[src/rtl/lsh_pkg.sv]
// Shared types and constants for the link set-up handshake block.
package lsh_pkg;

	localparam logic [7:0] FLAG_BYTE = 8'h7E;

	// Input request kinds carried on s_tuser
	typedef enum logic [1:0] {
		REQ_START = 2'd0,
		REQ_BYTE  = 2'd1,
		REQ_TICK  = 2'd2
	} lsh_req_t;

	// Link phase, also the reported link status code
	typedef enum logic [1:0] {
		PH_IDLE = 2'd0,
		PH_WAIT = 2'd1,
		PH_CONN = 2'd2,
		PH_FAIL = 2'd3
	} lsh_phase_t;

	// Reply recognizer states
	typedef enum logic [2:0] {
		FS_START = 3'd0,
		FS_FLAG  = 3'd1,
		FS_ADDR  = 3'd2,
		FS_CTRL  = 3'd3,
		FS_CHECK = 3'd4
	} lsh_fstate_t;

	// Configuration register indexes
	typedef enum logic [2:0] {
		CFG_TIMEOUT = 3'd0,
		CFG_MAX_RTX = 3'd1,
		CFG_ADDRESS = 3'd2,
		CFG_SET_CTL = 3'd3,
		CFG_UA_CTL  = 3'd4
	} lsh_cfg_idx_t;

	localparam int CFG_IDX_W  = 3;
	localparam int CFG_DATA_W = 16;

	typedef struct packed {
		logic [15:0] timeout_ticks;
		logic [2:0]  max_retransmissions;
		logic [7:0]  address_byte;
		logic [7:0]  set_control;
		logic [7:0]  ua_control;
	} lsh_cfg_t;

	// Command from the front to the back: one frame or one status beat
	typedef struct packed {
		logic       is_frame;
		lsh_phase_t status;
	} lsh_cmd_t;

	// Frame beat positions
	localparam int          FRAME_BEATS = 5;
	localparam logic [2:0]  BEAT_FIRST  = 3'd0;
	localparam logic [2:0]  BEAT_ADDR   = 3'd1;
	localparam logic [2:0]  BEAT_CTRL   = 3'd2;
	localparam logic [2:0]  BEAT_CHECK  = 3'd3;
	localparam logic [2:0]  BEAT_LAST   = 3'd4;

endpackage

[src/rtl/link_setup_handshake.sv]
// Top level of the link set-up handshake (SET/UA) transmitter block.
//
// Requests arrive on the s_ stream: s_tuser selects start (0), received byte (1)
// or timer tick (2), and s_tdata carries the received byte. A start request,
// or a tick that expires the reply timeout while retries remain, yields a
// five-beat SET frame on the m_ stream: flag, address, SET control, check
// byte (address XOR control), flag, with m_tuser high on each beat and m_tlast
// on the closing flag. Every other request yields one status beat with m_tuser
// low, tx byte zero and m_tlast high. m_tdata carries the link status on each
// beat (0 idle, 1 waiting, 2 connected, 3 failed). The front end takes one
// request per cycle while the command queue has room; the beat generator
// drives one beat per cycle unless m_tready stalls it, so a frame request occupies
// the output for five beats and any other request for one. Sustained throughput
// is set by the output serializer; the queue absorbs short bursts. Configuration
// writes on cfg_we/cfg_index/cfg_wdata take effect at the next edge; indexes past
// the last register are dropped. Write configuration only while the block is idle.
module link_setup_handshake #(
	parameter int QUEUE_DEPTH = 2
) (
	input  logic                            clk,
	input  logic                            arst_n,
	// request stream
	input  logic                            s_tvalid,
	output logic                            s_tready,
	input  logic [7:0]                      s_tdata,   // [7:0] rx_byte
	input  logic [1:0]                      s_tuser,   // [1:0] req_type
	// result stream
	output logic                            m_tvalid,
	input  logic                            m_tready,
	output logic [15:0]                     m_tdata,   // [7:0] tx_byte, [9:8] link_status
	output logic                            m_tlast,   // last
	output logic                            m_tuser,   // [0] tx_valid
	// configuration write port
	input  logic                            cfg_we,
	input  logic [lsh_pkg::CFG_IDX_W-1:0]   cfg_index,
	input  logic [lsh_pkg::CFG_DATA_W-1:0]  cfg_wdata
);

	lsh_pkg::lsh_cfg_t cfg_q;
	lsh_pkg::lsh_cmd_t push_cmd;
	lsh_pkg::lsh_cmd_t head_cmd;
	logic              accept;
	logic              push;
	logic              pop;
	logic              q_empty;
	logic              q_full;

	// Configuration registers; reset to the documented defaults
	always_ff @(posedge clk or negedge arst_n) begin
		if (!arst_n) begin
			cfg_q.timeout_ticks       <= 16'd3;
			cfg_q.max_retransmissions <= 3'd3;
			cfg_q.address_byte        <= 8'h03;
			cfg_q.set_control         <= 8'h03;
			cfg_q.ua_control          <= 8'h07;
		end else if (cfg_we) begin
			case (cfg_index)
				lsh_pkg::CFG_TIMEOUT: cfg_q.timeout_ticks       <= cfg_wdata;
				lsh_pkg::CFG_MAX_RTX: cfg_q.max_retransmissions <= cfg_wdata[2:0];
				lsh_pkg::CFG_ADDRESS: cfg_q.address_byte        <= cfg_wdata[7:0];
				lsh_pkg::CFG_SET_CTL: cfg_q.set_control         <= cfg_wdata[7:0];
				lsh_pkg::CFG_UA_CTL:  cfg_q.ua_control          <= cfg_wdata[7:0];
				default: begin
				end
			endcase
		end
	end

	// Take a request whenever the queue can hold its command
	assign s_tready = !q_full;
	assign accept   = s_tvalid && s_tready;

	lsh_front u_front (
		.clk      (clk),
		.arst_n   (arst_n),
		.accept   (accept),
		.req_type (s_tuser),
		.rx_byte  (s_tdata),
		.cfg      (cfg_q),
		.push     (push),
		.cmd      (push_cmd)
	);

	lsh_queue #(
		.DEPTH (QUEUE_DEPTH)
	) u_queue (
		.clk      (clk),
		.arst_n   (arst_n),
		.push     (push),
		.push_cmd (push_cmd),
		.pop      (pop),
		.head_cmd (head_cmd),
		.empty    (q_empty),
		.full     (q_full)
	);

	lsh_back u_back (
		.clk      (clk),
		.arst_n   (arst_n),
		.cfg      (cfg_q),
		.head_cmd (head_cmd),
		.empty    (q_empty),
		.pop      (pop),
		.m_tvalid (m_tvalid),
		.m_tready (m_tready),
		.m_tdata  (m_tdata),
		.m_tlast  (m_tlast),
		.m_tuser  (m_tuser)
	);

endmodule

[src/rtl/lsh_front.sv]
// Front end: accepts requests, runs the link state and reply recognizer, issues commands.
module lsh_front (
	input  logic               clk,
	input  logic               arst_n,
	input  logic               accept,
	input  logic [1:0]         req_type,
	input  logic [7:0]         rx_byte,
	input  lsh_pkg::lsh_cfg_t  cfg,
	output logic               push,
	output lsh_pkg::lsh_cmd_t  cmd
);

	lsh_pkg::lsh_phase_t  phase_q, phase_n;
	lsh_pkg::lsh_fstate_t fs_q, fs_n;
	logic [3:0]           retry_q, retry_n;
	logic [15:0]          tick_q, tick_n;
	logic [15:0]          tick_inc;
	logic [3:0]           retry_inc;
	logic [7:0]           ua_check;

	assign tick_inc  = tick_q + 16'd1;
	assign retry_inc = retry_q + 4'd1;
	assign ua_check  = cfg.address_byte ^ cfg.ua_control;

	always_ff @(posedge clk or negedge arst_n) begin
		if (!arst_n) begin
			phase_q <= lsh_pkg::PH_IDLE;
			fs_q    <= lsh_pkg::FS_START;
			retry_q <= '0;
			tick_q  <= '0;
		end else begin
			phase_q <= phase_n;
			fs_q    <= fs_n;
			retry_q <= retry_n;
			tick_q  <= tick_n;
		end
	end

	always_comb begin
		phase_n      = phase_q;
		fs_n         = fs_q;
		retry_n      = retry_q;
		tick_n       = tick_q;
		cmd.is_frame = 1'b0;
		if (accept) begin
			case (req_type)
				lsh_pkg::REQ_START: begin
					phase_n      = lsh_pkg::PH_WAIT;
					fs_n         = lsh_pkg::FS_START;
					retry_n      = '0;
					tick_n       = '0;
					cmd.is_frame = 1'b1;
				end
				lsh_pkg::REQ_BYTE: begin
					if (phase_q == lsh_pkg::PH_WAIT) begin
						case (fs_q)
							lsh_pkg::FS_START: begin
								if (rx_byte == lsh_pkg::FLAG_BYTE) fs_n = lsh_pkg::FS_FLAG;
							end
							lsh_pkg::FS_FLAG: begin
								if (rx_byte == cfg.address_byte) fs_n = lsh_pkg::FS_ADDR;
								else if (rx_byte == lsh_pkg::FLAG_BYTE) fs_n = lsh_pkg::FS_FLAG;
								else fs_n = lsh_pkg::FS_START;
							end
							lsh_pkg::FS_ADDR: begin
								if (rx_byte == cfg.ua_control) fs_n = lsh_pkg::FS_CTRL;
								else if (rx_byte == lsh_pkg::FLAG_BYTE) fs_n = lsh_pkg::FS_FLAG;
								else fs_n = lsh_pkg::FS_START;
							end
							lsh_pkg::FS_CTRL: begin
								if (rx_byte == ua_check) fs_n = lsh_pkg::FS_CHECK;
								else if (rx_byte == lsh_pkg::FLAG_BYTE) fs_n = lsh_pkg::FS_FLAG;
								else fs_n = lsh_pkg::FS_START;
							end
							lsh_pkg::FS_CHECK: begin
								if (rx_byte == lsh_pkg::FLAG_BYTE) begin
									phase_n = lsh_pkg::PH_CONN;
									tick_n  = '0;
								end
								fs_n = lsh_pkg::FS_START;
							end
							default: begin
								fs_n = lsh_pkg::FS_START;
							end
						endcase
					end
				end
				lsh_pkg::REQ_TICK: begin
					if (phase_q == lsh_pkg::PH_WAIT) begin
						if (tick_inc >= cfg.timeout_ticks || tick_inc == 16'd0) begin
							// timeout: restart the recognizer, resend or give up
							tick_n  = '0;
							retry_n = retry_inc;
							fs_n    = lsh_pkg::FS_START;
							if (retry_inc > {1'b0, cfg.max_retransmissions}) begin
								phase_n = lsh_pkg::PH_FAIL;
							end else begin
								cmd.is_frame = 1'b1;
							end
						end else begin
							tick_n = tick_inc;
						end
					end
				end
				default: begin
				end
			endcase
		end
		cmd.status = phase_n;
	end

	assign push = accept;

endmodule

[src/rtl/lsh_queue.sv]
// Short command queue between the front end and the beat generator.
module lsh_queue #(
	parameter int DEPTH = 2
) (
	input  logic              clk,
	input  logic              arst_n,
	input  logic              push,
	input  lsh_pkg::lsh_cmd_t push_cmd,
	input  logic              pop,
	output lsh_pkg::lsh_cmd_t head_cmd,
	output logic              empty,
	output logic              full
);

	localparam int PTR_W = (DEPTH > 1) ? $clog2(DEPTH) : 1;
	localparam int CNT_W = $clog2(DEPTH + 1);
	localparam logic [PTR_W-1:0] PTR_LAST = PTR_W'(DEPTH - 1);
	localparam logic [CNT_W-1:0] CNT_FULL = CNT_W'(DEPTH);

	lsh_pkg::lsh_cmd_t slots_q [DEPTH];
	logic [PTR_W-1:0]  wr_ptr_q, rd_ptr_q;
	logic [CNT_W-1:0]  count_q;

	assign empty    = (count_q == '0);
	assign full     = (count_q == CNT_FULL);
	assign head_cmd = slots_q[rd_ptr_q];

	always_ff @(posedge clk) begin
		if (push) begin
			slots_q[wr_ptr_q] <= push_cmd;
		end
	end

	always_ff @(posedge clk or negedge arst_n) begin
		if (!arst_n) begin
			wr_ptr_q <= '0;
			rd_ptr_q <= '0;
			count_q  <= '0;
		end else begin
			if (push) begin
				wr_ptr_q <= (wr_ptr_q == PTR_LAST) ? '0 : wr_ptr_q + 1'b1;
			end
			if (pop) begin
				rd_ptr_q <= (rd_ptr_q == PTR_LAST) ? '0 : rd_ptr_q + 1'b1;
			end
			if (push && !pop) begin
				count_q <= count_q + 1'b1;
			end else if (pop && !push) begin
				count_q <= count_q - 1'b1;
			end
		end
	end

	a_no_overflow: assert property (@(posedge clk) disable iff (!arst_n)
		full |-> !push || pop)
		else $error("command queue written while full");

	a_no_underflow: assert property (@(posedge clk) disable iff (!arst_n)
		pop |-> !empty)
		else $error("command queue read while empty");

endmodule

[src/rtl/lsh_back.sv]
// Beat generator: expands queued commands into frame bytes or one status beat.
module lsh_back (
	input  logic               clk,
	input  logic               arst_n,
	input  lsh_pkg::lsh_cfg_t  cfg,
	input  lsh_pkg::lsh_cmd_t  head_cmd,
	input  logic               empty,
	output logic               pop,
	output logic               m_tvalid,
	input  logic               m_tready,
	output logic [15:0]        m_tdata,
	output logic               m_tlast,
	output logic               m_tuser
);

	logic                m_tvalid_q;
	logic [15:0]         m_tdata_q;
	logic                m_tlast_q;
	logic                m_tuser_q;
	logic                busy_q;
	logic [2:0]          beat_q;
	lsh_pkg::lsh_phase_t status_q;
	logic                advance;
	logic [7:0]          beat_byte;

	assign advance = !m_tvalid_q || m_tready;
	assign pop     = advance && !busy_q && !empty;

	always_comb begin
		case (beat_q)
			lsh_pkg::BEAT_ADDR:  beat_byte = cfg.address_byte;
			lsh_pkg::BEAT_CTRL:  beat_byte = cfg.set_control;
			lsh_pkg::BEAT_CHECK: beat_byte = cfg.address_byte ^ cfg.set_control;
			default:             beat_byte = lsh_pkg::FLAG_BYTE;
		endcase
	end

	// payload of the output register
	always_ff @(posedge clk) begin
		if (advance) begin
			if (busy_q) begin
				m_tdata_q <= {6'd0, status_q, beat_byte};
				m_tlast_q <= (beat_q == lsh_pkg::BEAT_LAST);
				m_tuser_q <= 1'b1;
			end else if (!empty) begin
				status_q <= head_cmd.status;
				if (head_cmd.is_frame) begin
					m_tdata_q <= {6'd0, head_cmd.status, lsh_pkg::FLAG_BYTE};
					m_tlast_q <= 1'b0;
					m_tuser_q <= 1'b1;
				end else begin
					m_tdata_q <= {6'd0, head_cmd.status, 8'd0};
					m_tlast_q <= 1'b1;
					m_tuser_q <= 1'b0;
				end
			end
		end
	end

	always_ff @(posedge clk or negedge arst_n) begin
		if (!arst_n) begin
			m_tvalid_q <= 1'b0;
			busy_q     <= 1'b0;
			beat_q     <= lsh_pkg::BEAT_FIRST;
		end else if (advance) begin
			if (busy_q) begin
				m_tvalid_q <= 1'b1;
				busy_q     <= (beat_q != lsh_pkg::BEAT_LAST);
				beat_q     <= beat_q + 3'd1;
			end else if (!empty) begin
				m_tvalid_q <= 1'b1;
				busy_q     <= head_cmd.is_frame;
				beat_q     <= lsh_pkg::BEAT_ADDR;
			end else begin
				m_tvalid_q <= 1'b0;
			end
		end
	end

	assign m_tvalid = m_tvalid_q;
	assign m_tdata  = m_tdata_q;
	assign m_tlast  = m_tlast_q;
	assign m_tuser  = m_tuser_q;

	a_busy_has_beat: assert property (@(posedge clk) disable iff (!arst_n)
		busy_q |-> m_tvalid_q && !m_tlast_q && m_tuser_q)
		else $error("frame in progress without a pending frame beat");

	a_beat_range: assert property (@(posedge clk) disable iff (!arst_n)
		busy_q |-> beat_q <= lsh_pkg::BEAT_LAST && beat_q != lsh_pkg::BEAT_FIRST)
		else $error("frame beat position out of range");

endmodule

[config.mk]
export PLATFORM = sky130hd
export DESIGN_NAME = link_setup_handshake
export DESIGN_NICKNAME = d
export VERILOG_FILES = /design/src/rtl/lsh_pkg.sv /design/src/rtl/link_setup_handshake.sv /design/src/rtl/lsh_front.sv /design/src/rtl/lsh_queue.sv /design/src/rtl/lsh_back.sv
export SDC_FILE = /design/constraint.sdc
export NUM_CORES = 1
export LEC_CHECK = 0
export ABC_AREA = 1
export ABC_CLOCK_PERIOD_IN_PS = 3100
export BUFFER_PORTS_ARGS = -buffer_cell sky130_fd_sc_hd__buf_2
export CORE_MARGIN = 1
export CORE_UTILIZATION = 60
export CTS_BUF_LIST = sky130_fd_sc_hd__clkbuf_8
export CTS_CLUSTER_SIZE = 12
export DETAILED_ROUTE_END_ITERATION = 6
export PLACE_DENSITY = 0.79
export SETUP_SLACK_MARGIN = 0.05
export SLEW_MARGIN = 5
export SYNTH_ARGS = -nofsm -noshare
export SYNTH_HDL_FRONTEND = slang
export SYNTH_SLANG_ARGS = --single-unit
[constraint.sdc]
create_clock -name clk -period 3.1 [get_ports clk]
set_input_delay 0.155 -clock clk [delete_from_list [all_inputs] [get_ports clk]]
set_output_delay 0.155 -clock clk [all_outputs]
set_load 0.01 [all_outputs]
Yosys cells after proc, flatten, opt, wreduce, memory -nomap -nowiden
Memory sizes are Yosys's and may differ from the RTL's.
Cells that the tools add are included.
{"block": "op_classes", "reduce_logical": 31, "add_sub_neg": 7, "n_eq_ne": 28, "order_cmp": 2, "bitwise_logic": 4, "n_mux": 53}
{"operator": "$mux 16", "n": 6}
{"operator": "$pmux 16 s3", "n": 1}
{"operator": "$mux 3", "n": 9}
{"operator": "$eq 8x8->1", "n": 3}
{"operator": "$pmux 8 s3", "n": 1}
{"operator": "$eq 3x2->1 const B", "n": 6}
{"operator": "$mux 1", "n": 18}
{"operator": "$mux 2", "n": 9}
{"operator": "$add 16x1->16 const B", "n": 1}
{"operator": "$ge 16x16->1", "n": 1}
{"operator": "$logic_not 16->1", "n": 1}
{"operator": "$xor 8x8->8", "n": 2}
{"operator": "$pmux 3 s4", "n": 1}
{"operator": "$reduce_and 2->1", "n": 6}
{"operator": "$reduce_and 6->1", "n": 2}
{"operator": "$mux 10", "n": 1}
{"operator": "$ne 2x1->1 const B", "n": 5}
{"operator": "$eq 3x1->1 const B", "n": 3}
{"operator": "$eq 3x3->1 const B", "n": 3}
{"operator": "$pmux 3 s3", "n": 1}
{"operator": "$eq 8x7->1 const B", "n": 1}
{"operator": "$mux 4", "n": 2}
{"operator": "$pmux 4 s2", "n": 1}
{"operator": "$mux 7", "n": 1}
{"operator": "23 further kinds", "n": 40}
{"block": "word_totals", "out_inout_bits": 20, "memories": 1, "ramBits": 6, "reg_bits": 97}
{"memory": "u_queue.slots_q", "words": 2, "width": 3, "rd": 1, "rd_ports_with_merged_regs": 0, "write_ports": 1, "line_no": "lsh_queue.sv:20", "text": "lsh_pkg::lsh_cmd_t slots_q [DEPTH];"}

Longest topological paths before layout
{"block": "depth", "word_depth": 7, "ltp_mapped": 20, "mapped_depth_nobuf": 20}

Modules after synthesis
From an unflattened synthesis, not the netlist that was laid out.
{"block": "hier_totals", "cells_unflattened": 839, "area_unflattened_um2": 6282.3}
{"module": "lsh_front", "area_per_inst_um2": 2867.8, "seq_area_each_um2": 625.6, "n_inst": 1, "cells_each": 457}
{"module": "link_setup_handshake", "area_per_inst_um2": 1800.5, "seq_area_each_um2": 1089.8, "n_inst": 1, "cells_each": 200}
{"module": "lsh_back", "area_per_inst_um2": 1191.1, "seq_area_each_um2": 545.5, "n_inst": 1, "cells_each": 148}
{"module": "lsh_queue", "area_per_inst_um2": 422.9, "seq_area_each_um2": 280.3, "n_inst": 1, "cells_each": 34}

Worst setup path after synthesis
No wires, ideal clock.
{"block": "synth_path", "path_kind": "reg2reg", "startpoint": "register u_front.tick_q[1]", "endpoint": "register u_front.tick_q[0]", "path_stages_with_launch": 18, "required_ps": 2966, "t_arrival_ps": 2331, "setup_slack_ps": 635, "setup_ps": 134, "path_buffers": 1, "path_cell_list": "dfrtp_1 > ha_1 > nand3_1 > nor2_1 > nand4_1 > nand2_1 > inv_1 > ha_1 > nand2_1 > nor2_1 > nand2_1 > nor4b_1 > nor2_1 > nand3_2 > nor2_4 > buf_6 > nand2_1 > o21ai_0"}
{"block": "synth_between", "elab_chain_cells": 6}
{"item": "start, declared", "line_no": "lsh_front.sv:16", "text": "logic [15:0] tick_q, tick_n;"}
{"item": "start signal, assigned", "line_no": "lsh_front.sv:35", "text": "tick_q <= tick_n;"}
{"item": "$add 16x1->16 (*)", "line_no": "lsh_front.sv:21", "text": "assign tick_inc = tick_q + 16'd1;"}
{"item": "$ge 16x16->1 / $logic_not 16->1 (equally long branches)", "line_no": "lsh_front.sv:90", "text": "if (tick_inc >= cfg.timeout_ticks || tick_inc == 16'd0) begin"}
{"item": "$logic_or 1x1->1 (*)", "line_no": "lsh_front.sv:90"}
{"item": "$mux 16 (*)", "line_no": "lsh_front.sv:90"}
{"item": "$mux 16 (*)", "line_no": "lsh_front.sv:89", "text": "if (phase_q == lsh_pkg::PH_WAIT) begin"}
{"item": "$pmux 16 s3 (*)", "line_no": "lsh_front.sv:46", "text": "case (req_type)"}
Every way passes the cells marked *; elsewhere a longest branch is shown, timed or not. The select of a mux whose other input is x is not followed.
A chain may end at the register's enable or synchronous reset.

Worst setup path in the final report
{"block": "layout_path", "startpoint": "register u_front.tick_q[0]", "endpoint": "register u_front.tick_q[12]"}
{"block": "layout_between", "elab_chain_cells": 6}
{"item": "$add 16x1->16 (*)", "line_no": "lsh_front.sv:21"}
{"item": "$ge 16x16->1 / $logic_not 16->1 (equally long branches)", "line_no": "lsh_front.sv:90"}
{"item": "$logic_or 1x1->1", "line_no": "lsh_front.sv:90"}
{"item": "$mux 16 (*)", "line_no": "lsh_front.sv:90"}
{"item": "$mux 16 (*)", "line_no": "lsh_front.sv:89"}
{"item": "$pmux 16 s3 (*)", "line_no": "lsh_front.sv:46"}
Marks and branches as above.

==> results.cfg <==
[status]
outcome = complete, but fails checks
violations = DRC

[global_routing]
grt_use_total_pct = 25.6
grt_max_degree = 78
grt_first_pass_wirelength_mm = 19.8
grt_pass1_vias = 4415
grt_antenna_before_repair = 0
overflow = 0

[sta]
finalSetupTns_ns = 0
finalSetupViolations = 0
fmax_mhz = 358
fin_worst_skew_ns = 0.0126
post-route-period-util_pct = 90.0
tightest_slew_ns = 0.960
fin_crit_ns = 2.79
hold_viol_final = 0
rsz0062_at_grt = no
relSlewSlack_pct = 36.0
maxSlewViolCount = 0
finalHoldWorstSlack_ns = 0.0296

[min_path]
hold_depth = 3
hp-class = in -> reg
hp-start = cfg_wdata[8]
min_to = cfg_q[35]$_DFFE_PN0P_

[yosys]
synth_cells = 726
synth_edf_count = 20
synth_xor_area_share_pct = 2.82
yosys.area_share.adder_pct = 6.27
synth-simple-area-share_pct = 25.1
synth_top_family_by_area = simple AND/OR/NAND/NOR gates
ys_ff_latch = 97
ys_seq_area_share_pct = 45.5
synth_compound_area_share_pct = 11.6
postSynthAreaPerCell_um2 = 7.70
synth_cell_type_count = 34
yosys-mux-area-fraction_pct = 0
ys.flop_type = dfrtp_1
yosys_warnings = 0
postSynth.asyncResetShare_pct = 79.4
netlist_area_um2 = 5590

[worst_setup_path]
worst_setup_path_end_kind = register
rrSetupSlack_ns = 0.31
crit_fanout = 7
ff2ff_path_depth = 18
cp-start-kind = register
r2r-end = u_front.tick_q[12]$_DFFE_PN0P_
r2r_start = u_front.tick_q[0]$_DFFE_PN0P_
worstPathArrival_ns = 3.07
path_class = reg -> reg
crit_required_ns = 3.38

[power]
p_switching_w = 0.00147
seq_power_share_pct = 46.5
p_per_area_nw_per_um2 = 658
p_int_w = 0.00258
irDropWorstVdd_mv = 0.318
p_clk_share_pct = 20.3
switching_share_pct = 36.4
leakage_nw = 3.12
p_comb_share_pct = 33.2

[drt]
post_drt_wl_per_cell_um = 13.1
wirelength_mm = 11.7
drt-pass1-iter-count = 7
vias = 4749
drtAntennaViolNets = 0
first_iter_violations = 167
drc = 6
vias_per_cell = 5.32

[floorplan]
die_w_um = 98.5
fp.dieArea_um2 = 9700
initial_utilization_pct = 63.2
core_area_um2 = 8850
row_count = 34
io_pins = 54
dieHeight_um = 98.5

[layout]
insertedDiodeCount = 0
syn2layout_area_growth_pct = 10.2
drive_above_1_share_pct = 13.2
fillCellCount = 708
nets = 842

[clock_tree]
cts_buffer_depth = 2
cts_root_buffer = clkbuf_8
cts_tree = done
clk_latency_ns = 0.37
path_clk_slew_ns = 0.10
htree_levels = 3
numClockSinks = 97
tritoncts.num_buffers = 9

[placement]
portBuffers = 47
hpwl_mm = 8.73
gp_congestion = 0.932

[run]
drv_cap = 0
==> Yosys cell counts (2+ instances only) <==
master / count / area (um^2)
nor2_4: 3 / 33.8
clkbuf_1: 8 / 30.0
inv_1: 101 / 379
or2_2: 3 / 18.8
dfstp_2: 11 / 289
ha_1: 28 / 350
inv_2: 4 / 15.0
nand2_2: 3 / 18.8
nor2_1: 65 / 244
buf_4: 6 / 45.0
nor3_1: 5 / 25.0
nand4_1: 9 / 56.3
dfrtp_1: 66 / 1650
nand3_1: 32 / 160
o22ai_1: 3 / 18.8
nand3_2: 2 / 20.0
nor2_2: 2 / 12.5
o21ai_0: 76 / 380
a21oi_1: 23 / 115
xnor2_1: 9 / 78.8
nand2_1: 208 / 781
a31oi_1: 8 / 50.1
o21ai_1: 12 / 60.1
xor2_1: 9 / 78.8
edfxtp_1: 20 / 601
nand3b_1: 2 / 15.0
==> sequential cells by signal (all words and copies together) (netlist names), 2 cells and up <==
signal / cells
u_queue.slots_q: 6
u_front.tick_q: 16
u_front.phase_q: 2
u_back.status_q: 2
u_back.beat_q: 3
u_front.fs_q: 3
u_back.m_tdata: 10
cfg_q: 43
u_queue.count_q: 2
u_front.retry_q: 4
==> per-layer routing <==
layer	vias to the layer above	share of wire [%]	GRT usage (%)
met1	2179	44	31.6
met3	28	3.4	3.05
met2	118	50	45.2
met5	-	0	0
met4	0	2.4	11.4
li1	2424	-	-
==> cells by family after synthesis <==
group / count (synthesis)
buf+inv: 121
xor+xnor: 18
fa+ha+maj: 28
other cells: 1
flops: 97
compound gates: 125
simple gates: 336
==> area by class of cell <==
type                            count  area (um^2)  share of cell area [%]
Multi-Input combinational cell    513         2600                    42.2
Inverter                          106          398                    6.46
Sequential cell                    97         2550                    41.4
Timing Repair Buffer               53          285                    4.63
Tap cell                          108          135                    2.19
Clock buffer                        9          124                    2.01
Clock inverter                      7         70.1                    1.14
==> power groups by stage <==
stage / registers (W) / clock network (W) / logic (W)
detailed placement: 0.00190 / 0 / 0.00133
floorplan: 0.00191 / 0 / 0.000929
global placement: 0.00189 / 0 / 0.00128
global route: 0.00192 / 0.000879 / 0.00155
finish: 0.00188 / 0.000823 / 0.00134
CTS: 0.00188 / 0.000835 / 0.00133
==> what timing repair did <==
item	4_1_cts	5_1_grt
endpoints found under the setup margin	0	28
hold buffers	1	0
hold endpoints to repair	55	0
gates resized for setup	0	10
setup buffers	0	3
==> worst max-delay path by stage <==
stage,depth (start not counted),slack [ns],from,end
floorplan,17,0.64,u_front.tick_q[1]$_DFFE_PN0P_,u_front.tick_q[0]$_DFFE_PN0P_
global placement,17,0.30,u_front.tick_q[1]$_DFFE_PN0P_,u_front.tick_q[14]$_DFFE_PN0P_
detailed placement,17,0.14,u_front.tick_q[0]$_DFFE_PN0P_,u_front.tick_q[0]$_DFFE_PN0P_
CTS,17,0.05,u_front.tick_q[0]$_DFFE_PN0P_,u_front.tick_q[0]$_DFFE_PN0P_
global route,20,0.08,u_front.tick_q[0]$_DFFE_PN0P_,u_front.tick_q[12]$_DFFE_PN0P_
finish,18,0.31,u_front.tick_q[0]$_DFFE_PN0P_,u_front.tick_q[12]$_DFFE_PN0P_
==> stage by stage <==
step,worst slack (ns),power (W),cells,cell area (um^2),utilization (%)
after floorplan,0.635,0.00284,731,5610,-
after global placement,0.298,0.00317,873,5910,66.8
after detailed placement,0.143,0.00323,873,5910,66.8
after CTS,0.0549,0.00405,890,6110,69.1
after global routing,0.0755,0.00435,893,6160,69.6
final,0.311,0.00405,893,6160,69.6
==> cells in the final DEF (no fill, tap or decap), types with 11 or more instances in the layout <==
cell type and n:
ha_1 27, inv_1 102, edfxtp_1 20, o21ai_1 12
nand2_1 208, dfstp_2 11, nor2_1 63, o21ai_0 76
nand3_1 32, dfrtp_1 61, a21oi_1 22, buf_2 46
==> critical path: stages, from the launching register on <==
cell	delay [ns]
dfrtp_2	0.43
inv_1	0.11
nor2_4	0.17
nand2_1	0.12
nor2_1	0.13
nand2_1	0.07
nand2_1	0.09
inv_1	0.08
ha_1	0.29
a21oi_1	0.15
o21ai_0	0.09
a21oi_1	0.12
nand2_1	0.08
nor2_2	0.16
nand3_2	0.15
nor2_4	0.18
buf_4	0.17
nand2_1	0.05
o21ai_0	0.06
(Power assumes the default switching activity.)
